**config.mk**
```make
export PLATFORM = sky130hd
export DESIGN_NAME = input_event_frame_assembler_top
export DESIGN_NICKNAME = d
export VERILOG_FILES = /design/src/rtl/iefa_pkg.sv /design/src/rtl/iefa_front.sv /design/src/rtl/iefa_queue.sv /design/src/rtl/iefa_back.sv /design/src/rtl/input_event_frame_assembler_top.sv
export SDC_FILE = /design/constraint.sdc
export NUM_CORES = 1
export LEC_CHECK = 0
export BUFFER_PORTS_ARGS = -buffer_cell sky130_fd_sc_hd__buf_2
export CAP_MARGIN = 20
export CORE_MARGIN = 2
export CORE_UTILIZATION = 25
export DETAILED_ROUTE_END_ITERATION = 6
export GPL_ROUTABILITY_DRIVEN = 0
export PLACE_DENSITY_LB_ADDON = 0.2
export SLEW_MARGIN = 30
export SYNTH_ARGS = -nofsm -noshare
export SYNTH_HDL_FRONTEND = slang
export SYNTH_SLANG_ARGS = --single-unit
```
**constraint.sdc**
```tcl
create_clock -name clk -period 5.2 [get_ports clk]
set_input_delay 1.04 -clock clk [delete_from_list [all_inputs] [get_ports clk]]
set_output_delay 1.04 -clock clk [all_outputs]
set_load 0.05 [all_outputs]
```
**src/rtl/iefa_pkg.sv**
```systemverilog
package iefa_pkg;

	localparam logic [4:0] TYPE_SYN = 5'd0;
	localparam logic [4:0] TYPE_KEY = 5'd1;
	localparam logic [4:0] TYPE_REL = 5'd2;
	localparam logic [4:0] TYPE_ABS = 5'd3;

	localparam logic [9:0] SYNC_REPORT  = 10'd0;
	localparam logic [9:0] BUTTON_MOUSE = 10'd272;
	localparam logic [9:0] BUTTON_TOUCH = 10'd330;
	localparam logic [9:0] CODE_HOME    = 10'd102;
	localparam logic [9:0] CODE_MENU    = 10'd139;
	localparam logic [9:0] AXIS_X       = 10'd0;
	localparam logic [9:0] AXIS_Y       = 10'd1;

	localparam logic [2:0] KIND_BTN_DOWN = 3'd0;
	localparam logic [2:0] KIND_BTN_UP   = 3'd1;
	localparam logic [2:0] KIND_MOVE_ABS = 3'd2;
	localparam logic [2:0] KIND_MOVE_REL = 3'd3;
	localparam logic [2:0] KIND_KEY_DOWN = 3'd4;
	localparam logic [2:0] KIND_KEY_UP   = 3'd5;

	typedef struct packed {
		logic [4:0]         ev_type;
		logic [9:0]         ev_code;
		logic signed [31:0] ev_value;
	} in_item_t;

	typedef struct packed {
		logic [2:0]         event_kind;
		logic signed [31:0] pos_x;
		logic signed [31:0] pos_y;
		logic [9:0]         key_id;
		logic               last;
	} out_item_t;

	typedef struct packed {
		logic               btn_down;
		logic               btn_up;
		logic               move;
		logic               move_abs;
		logic               key;
		logic               key_press;
		logic [9:0]         key_id;
		logic signed [31:0] pos_x;
		logic signed [31:0] pos_y;
	} frame_cmd_t;

	function automatic logic signed [31:0] sat_add(input logic signed [31:0] a,
			input logic signed [31:0] b);
		logic signed [31:0] s;
		s = a + b;
		if (a[31] == b[31] && s[31] != a[31]) begin
			s = a[31] ? 32'sh8000_0000 : 32'sh7FFF_FFFF;
		end
		return s;
	endfunction

endpackage

```
**src/rtl/iefa_front.sv**
```systemverilog
module iefa_front (
	input  logic                 clk,
	input  logic                 arst_n,
	input  logic                 quirk,
	input  logic                 in_valid,
	output logic                 in_ready,
	input  iefa_pkg::in_item_t   in_data,
	output logic                 push,
	output iefa_pkg::frame_cmd_t push_data,
	input  logic                 full
);

	logic signed [31:0] rel_x_q, rel_y_q, staged_x_q, staged_y_q, shown_x_q, shown_y_q;
	logic touch_q, abs_pend_q, press_q, release_q;

	logic signed [31:0] rel_x_d, rel_y_d, staged_x_d, staged_y_d, shown_x_d, shown_y_d;
	logic touch_d, abs_pend_d, press_d, release_d;
	iefa_pkg::frame_cmd_t cmd;
	logic accept;
	logic nd;

	assign in_ready = !full;
	assign accept = in_valid && !full;

	always_comb begin
		rel_x_d = rel_x_q;
		rel_y_d = rel_y_q;
		staged_x_d = staged_x_q;
		staged_y_d = staged_y_q;
		shown_x_d = shown_x_q;
		shown_y_d = shown_y_q;
		touch_d = touch_q;
		abs_pend_d = abs_pend_q;
		press_d = press_q;
		release_d = release_q;
		cmd = '0;
		nd = in_data.ev_value != 32'sd0;
		case (in_data.ev_type)
			iefa_pkg::TYPE_SYN: begin
				if (in_data.ev_code == iefa_pkg::SYNC_REPORT) begin
					cmd.btn_down = press_q;
					cmd.btn_up = release_q;
					press_d = 1'b0;
					release_d = 1'b0;
					if (quirk && release_q) begin
						abs_pend_d = 1'b0;
						staged_x_d = shown_x_q;
						staged_y_d = shown_y_q;
					end
					if (abs_pend_d) begin
						abs_pend_d = 1'b0;
						shown_x_d = staged_x_d;
						shown_y_d = staged_y_d;
						cmd.move = 1'b1;
						cmd.move_abs = 1'b1;
						cmd.pos_x = staged_x_d;
						cmd.pos_y = staged_y_d;
					end else if (rel_x_q != 32'sd0 || rel_y_q != 32'sd0) begin
						cmd.move = 1'b1;
						cmd.pos_x = rel_x_q;
						cmd.pos_y = rel_y_q;
						rel_x_d = '0;
						rel_y_d = '0;
					end
				end
			end
			iefa_pkg::TYPE_KEY: begin
				if (in_data.ev_code == iefa_pkg::BUTTON_TOUCH ||
						in_data.ev_code == iefa_pkg::BUTTON_MOUSE) begin
					if (nd != touch_q) begin
						touch_d = nd;
						if (nd) begin
							press_d = 1'b1;
						end else begin
							release_d = 1'b1;
						end
					end
				end else begin
					cmd.key = 1'b1;
					cmd.key_press = nd;
					cmd.key_id = (quirk && in_data.ev_code == iefa_pkg::CODE_HOME) ?
						iefa_pkg::CODE_MENU : in_data.ev_code;
				end
			end
			iefa_pkg::TYPE_ABS: begin
				abs_pend_d = 1'b1;
				if (in_data.ev_code == iefa_pkg::AXIS_X) begin
					staged_x_d = in_data.ev_value;
				end else if (in_data.ev_code == iefa_pkg::AXIS_Y) begin
					staged_y_d = in_data.ev_value;
				end
			end
			iefa_pkg::TYPE_REL: begin
				if (in_data.ev_code == iefa_pkg::AXIS_X) begin
					rel_x_d = iefa_pkg::sat_add(rel_x_q, in_data.ev_value);
				end else if (in_data.ev_code == iefa_pkg::AXIS_Y) begin
					rel_y_d = iefa_pkg::sat_add(rel_y_q, in_data.ev_value);
				end
			end
			default: begin
			end
		endcase
	end

	assign push = accept && (cmd.btn_down || cmd.btn_up || cmd.move || cmd.key);
	assign push_data = cmd;

	always_ff @(posedge clk or negedge arst_n) begin
		if (!arst_n) begin
			rel_x_q <= '0;
			rel_y_q <= '0;
			staged_x_q <= '0;
			staged_y_q <= '0;
			shown_x_q <= '0;
			shown_y_q <= '0;
			touch_q <= 1'b0;
			abs_pend_q <= 1'b0;
			press_q <= 1'b0;
			release_q <= 1'b0;
		end else if (accept) begin
			rel_x_q <= rel_x_d;
			rel_y_q <= rel_y_d;
			staged_x_q <= staged_x_d;
			staged_y_q <= staged_y_d;
			shown_x_q <= shown_x_d;
			shown_y_q <= shown_y_d;
			touch_q <= touch_d;
			abs_pend_q <= abs_pend_d;
			press_q <= press_d;
			release_q <= release_d;
		end
	end

endmodule

```
**src/rtl/iefa_queue.sv**
```systemverilog
module iefa_queue (
	input  logic                 clk,
	input  logic                 arst_n,
	input  logic                 push,
	input  iefa_pkg::frame_cmd_t push_data,
	output logic                 full,
	input  logic                 pop,
	output iefa_pkg::frame_cmd_t pop_data,
	output logic                 empty
);

	iefa_pkg::frame_cmd_t slot_q [2];
	logic       wr_ptr_q, rd_ptr_q;
	logic [1:0] cnt_q;

	assign full = cnt_q == 2'd2;
	assign empty = cnt_q == 2'd0;
	assign pop_data = slot_q[rd_ptr_q];

	always_ff @(posedge clk) begin
		if (push) begin
			slot_q[wr_ptr_q] <= push_data;
		end
	end

	always_ff @(posedge clk or negedge arst_n) begin
		if (!arst_n) begin
			wr_ptr_q <= 1'b0;
			rd_ptr_q <= 1'b0;
			cnt_q <= 2'd0;
		end else begin
			if (push) begin
				wr_ptr_q <= !wr_ptr_q;
			end
			if (pop) begin
				rd_ptr_q <= !rd_ptr_q;
			end
			if (push && !pop) begin
				cnt_q <= cnt_q + 2'd1;
			end else if (pop && !push) begin
				cnt_q <= cnt_q - 2'd1;
			end
		end
	end

endmodule

```
**src/rtl/iefa_back.sv**
```systemverilog
module iefa_back (
	input  logic                 clk,
	input  logic                 arst_n,
	input  logic                 empty,
	input  iefa_pkg::frame_cmd_t pop_data,
	output logic                 pop,
	output logic                 out_valid,
	input  logic                 out_ready,
	output iefa_pkg::out_item_t  out_data
);

	iefa_pkg::frame_cmd_t cur_q;
	logic [3:0]           pend_q;
	logic                 out_valid_q;
	iefa_pkg::out_item_t  out_q;

	logic [3:0]          first;
	logic [3:0]          rest;
	logic                out_free;
	logic                adv;
	iefa_pkg::out_item_t res;

	assign out_free = !out_valid_q || out_ready;
	assign adv = out_free && (pend_q != 4'd0);

	always_comb begin
		first = '0;
		if (pend_q[0]) begin
			first[0] = 1'b1;
		end else if (pend_q[1]) begin
			first[1] = 1'b1;
		end else if (pend_q[2]) begin
			first[2] = 1'b1;
		end else if (pend_q[3]) begin
			first[3] = 1'b1;
		end
		rest = pend_q & ~first;
		res = '0;
		res.last = rest == 4'd0;
		if (first[0]) begin
			res.event_kind = iefa_pkg::KIND_BTN_DOWN;
		end else if (first[1]) begin
			res.event_kind = iefa_pkg::KIND_BTN_UP;
		end else if (first[2]) begin
			res.event_kind = cur_q.move_abs ? iefa_pkg::KIND_MOVE_ABS : iefa_pkg::KIND_MOVE_REL;
			res.pos_x = cur_q.pos_x;
			res.pos_y = cur_q.pos_y;
		end else begin
			res.event_kind = cur_q.key_press ? iefa_pkg::KIND_KEY_DOWN : iefa_pkg::KIND_KEY_UP;
			res.key_id = cur_q.key_id;
		end
	end

	assign pop = !empty && ((pend_q == 4'd0) || (adv && rest == 4'd0));

	always_ff @(posedge clk) begin
		if (pop) begin
			cur_q <= pop_data;
		end
		if (adv) begin
			out_q <= res;
		end
	end

	always_ff @(posedge clk or negedge arst_n) begin
		if (!arst_n) begin
			pend_q <= '0;
			out_valid_q <= 1'b0;
		end else begin
			if (pop) begin
				pend_q <= {pop_data.key, pop_data.move, pop_data.btn_up, pop_data.btn_down};
			end else if (adv) begin
				pend_q <= rest;
			end
			if (adv) begin
				out_valid_q <= 1'b1;
			end else if (out_ready) begin
				out_valid_q <= 1'b0;
			end
		end
	end

	assign out_valid = out_valid_q;
	assign out_data = out_q;

endmodule

```
**src/rtl/input_event_frame_assembler_top.sv**
```systemverilog
// Channel  Direction  Signals                        Payload
// input    in         in_valid, in_ready, in_data    ev_type, ev_code, ev_value
// output   out        out_valid, out_ready, out_data event_kind, pos_x, pos_y, key_id, last
// config   in         cfg_we, cfg_wdata              release_snap_quirk
//
// An input event is taken whenever the two-entry command queue has room.
// The back end sends one result per cycle while out_ready is high, one after another for a report
// that yields several; results pass through the queue, the command register and the output register.
// Reset clears all frame state, empties the queue and drops out_valid; out_data is not reset.
// A stalled output fills the queue, after which in_ready drops.
module input_event_frame_assembler_top (
	input  logic                clk,
	input  logic                arst_n,
	input  logic                cfg_we,
	input  logic                cfg_wdata,
	input  logic                in_valid,
	output logic                in_ready,
	input  iefa_pkg::in_item_t  in_data,
	output logic                out_valid,
	input  logic                out_ready,
	output iefa_pkg::out_item_t out_data
);

	logic                 quirk_q;
	logic                 push, pop, full, empty;
	iefa_pkg::frame_cmd_t push_data, pop_data;

	always_ff @(posedge clk or negedge arst_n) begin
		if (!arst_n) begin
			quirk_q <= 1'b0;
		end else if (cfg_we) begin
			quirk_q <= cfg_wdata;
		end
	end

	iefa_front u_front (
		.clk       (clk),
		.arst_n    (arst_n),
		.quirk     (quirk_q),
		.in_valid  (in_valid),
		.in_ready  (in_ready),
		.in_data   (in_data),
		.push      (push),
		.push_data (push_data),
		.full      (full)
	);

	iefa_queue u_queue (
		.clk       (clk),
		.arst_n    (arst_n),
		.push      (push),
		.push_data (push_data),
		.full      (full),
		.pop       (pop),
		.pop_data  (pop_data),
		.empty     (empty)
	);

	iefa_back u_back (
		.clk       (clk),
		.arst_n    (arst_n),
		.empty     (empty),
		.pop_data  (pop_data),
		.pop       (pop),
		.out_valid (out_valid),
		.out_ready (out_ready),
		.out_data  (out_data)
	);

endmodule
```
==> out/results.txt <==
Area share of the largest cell type after synthesis: 39.9%
Wire length of the first global-routing pass: 100 mm
Cell types with the largest area share after synthesis: edfxtp_1, dfrtp_1, mux2_2
Routed length on met3: 3.33 mm
Synthesis Warnings: 0
GR Util All Layers: 13.4%
Predominant post-synthesis flop cell: edfxtp_1
Starting utilization of the core area: 25.3%
Hold_buf cts: 0
IO buf count: 132
Routed WL: 65.9 mm
Post-CTS setup repair buffer count: 0
Count of flip-flops with a built-in enable after synthesis: 314
Initial antenna violation count: 5
DIE AREA: 97000 µm²
Setup repair after global routing missed its margin: no
Start-to-end type of the worst setup path: reg2reg
Number of cells upsized or downsized after cts: 0
Share of final-layout standard cells stronger than drive strength 1: 20.4%
Met2 wirelength from detailed routing: 30.9 mm
Antenna-violating nets left: 0
Design area: 27700 µm²
Highest metal layer used by the detailed router: met5
Wl on met1: 30.0 mm
Synthesized flop and latch total: 520
Number of buffers added by the clock tree synthesis step: 56
Detailed Route Iter0 Violations: 1078
Area of placed instances: 25700 µm²
CP Data Arrival Time: 4.36 ns
Endpoint required time on the critical path: 5.54 ns
Crit path capture type: flip-flop
Fin. max-slew vios: 0
H-tree level count: 2
Width of the chip: 311 µm
Vias after detailed routing: 15500
Worst slew margin relative to its limit: 38.2%
Final core area utilization: 29.6%
Clock transition at the registers of the reported paths: 0.06 ns
HPWL after detailed placement: 44.6 mm
CTS tree: done
Standard-cell rows: 112
Per-cell via count in the routed design: 4.68
Part of the Yosys area used for sequential elements: 61.7%
Net Count, Synth: 1997
Sinks on the clock net: 520
Vertical extent of the die: 311 µm
Final-layout setup total negative slack: 0 ns
Clock latency at the later pin of the worst-skew pair: 0.62 ns
Final layout net count: 2123
Residual overflow from global routing: 0
Power Density: 444 nW/µm²
Least-Margin Pin Slew: 0.928 ns
Period Utilization, post-route: 77.3%
CTS Root Buffer Type: clkbuf_16
Peak supply drop: 0.000268 V
Final critical path time including I/O delays and setup: 4.02 ns
Antenna cell count: 0
Final Hold Fails: 0
Status: completed
Number of unique standard cell types used by synthesis: 80
Number of endpoints failing setup at the final stage: 0
Worst hold margin: 0.486 ns
Critical path startpoint category: flip-flop
Setup skew after layout: 0.0186 ns
Average wire per standard cell: 19.9 µm
Maximum buffer depth of the clock tree: 3
Async set-or-reset flop fraction in the synthesized netlist: 39.6%
Number of global-route vias before repair: 15900
Worst Path Max Fanout: 43
Total of max-cap violations: 0
Number of iterations in the first detailed-routing pass: 5
Maximum number of pins on one net before global-route repair: 86
Mapped Cells: 1879
HP Class: in2async
Number of ports placed on the die boundary: 133
Area growth from synthesis to final layout: 17.2%
Post-synth design cell area: 23600 µm²
Peak clock frequency supported by timing: 249 MHz
Post-detailed-route DRC marker count: 0
Total leakage power: 0.0113 µW
Area of the core: 93500 µm²
Dominant cell type by area after synthesis: edfxtp_1
Mean instance size in the synthesized netlist: 12.6 µm²
-- per-layer routing --
| metal | GRT usage (%) | up-vias |
|---|---|---|
| met4 | 4.08 | 8 |
| met5 | 0 | - |
| met1 | 17.8 | 7755 |
| li1 | - | 7272 |
| met2 | 21.8 | 358 |
| met3 | 2.78 | 90 |
-- sequential cells by signal, indices dropped and copies added (netlist names), 2 cells and up --
name                cells
u_front.rel_y_q        32
u_back.pend_q           4
u_front.staged_x_q     32
u_back.out_data        78
u_front.rel_x_q        32
u_front.staged_y_q     32
u_front.shown_y_q      32
u_front.shown_x_q      32
u_back.cur_q           76
u_queue.slot_q        160
u_queue.cnt_q           2
-- placed cells by master, fill, tap and decap left out, drive strengths merged, types with 22 or more instances in the layout --
master	instances
nor2	168
ha	63
clkbuf	82
nand3	22
xor2	23
o21ai	99
inv	27
o22ai	65
a21oi	134
dfrtp	206
nand2	114
a21o	30
xnor2	32
edfxtp	314
buf	162
nor4	29
mux2	141
a22o	65
and2	90
-- kinds of logic (layout without fill, tap and decap cells) --
| group | after synthesis | after routing | synth area share, % |
|---|---|---|---|
| adder cells (fa/ha/maj) | 66 | 66 | 3.55 |
| multiplexers | 151 | 151 | 7.14 |
| AO/OA/AOI/OAI | 470 | 470 | 12.9 |
| buffers and inverters | 122 | 296 | 2.57 |
| flip-flops | 520 | 520 | 61.7 |
| XOR/XNOR | 55 | 55 | 2.04 |
| AND/OR/NAND/NOR | 495 | 495 | 10.1 |
-- worst max-delay path: stages, from the launching register on --
cell     delay [ns]
dfrtp_1        0.48
nor4_1         0.50
nand4_1        0.38
nor4_1         0.53
buf_4          0.23
nor3_1         0.06
or2_2          0.30
o41ai_1        0.35
buf_4          0.20
inv_1          0.06
and2_4         0.33
buf_12         0.29
-- cell type report --
type,instances,area [µm²]
Multi-Input combinational cell,1237,8520
Timing Repair Buffer,163,965
Clock inverter,25,251
Tap cell,1254,1570
Fill cell,9420,65800
Clock buffer,81,1700
Sequential cell,520,14600
Inverter,27,103
-- report_power, final --
group	switching [µW]	internal, µW	total (µW)	leakage [µW]
combinational	1840	720	2560	0.00452
clock	1690	2480	4170	0.000965
sequential	248	5310	5560	0.00580
-- synth_stat cells (all sizes together), types with 37 or more instances --
| library cell | n |
|---|---|
| o21ai | 99 |
| a22o | 65 |
| edfxtp | 314 |
| dfrtp | 206 |
| clkbuf | 58 |
| ha | 63 |
| buf | 37 |
| and2 | 90 |
| nor2 | 168 |
| nand2 | 114 |
| mux2 | 141 |
| a21oi | 134 |
| o22ai | 65 |
-- path summary, 6_finish.rpt --
path,start,to,slack [ns],depth (start not counted)
min,arst_n,u_front.staged_y_q[31],0.49,1
max,u_front.rel_x_q[6],u_queue.slot_q[1][30],1.18,11
min in group clk,u_front.shown_x_q[27],u_front.shown_x_q[27],0.49,1
max reg2reg,u_front.rel_x_q[6],u_queue.slot_q[1][30],1.18,11
max in group asynchronous,arst_n,u_front.shown_y_q[2],3.52,2
min reg2reg,u_front.shown_x_q[27],u_front.shown_x_q[27],0.49,1
-- stage by stage --
stage | setup WS [ns] | cells | total power [µW]
2_1_floorplan | 0.0987 | 1879 | 7510
3_3_place_gp | 0.676 | 3201 | 8290
3_5_place_dp | 0.777 | 3201 | 8300
4_1_cts | 1.11 | 3307 | 12500
5_1_grt | 0.946 | 3307 | 12900
6_report | 1.18 | 3307 | 12300
No activity file was read; power rests on OpenSTA's default activity.
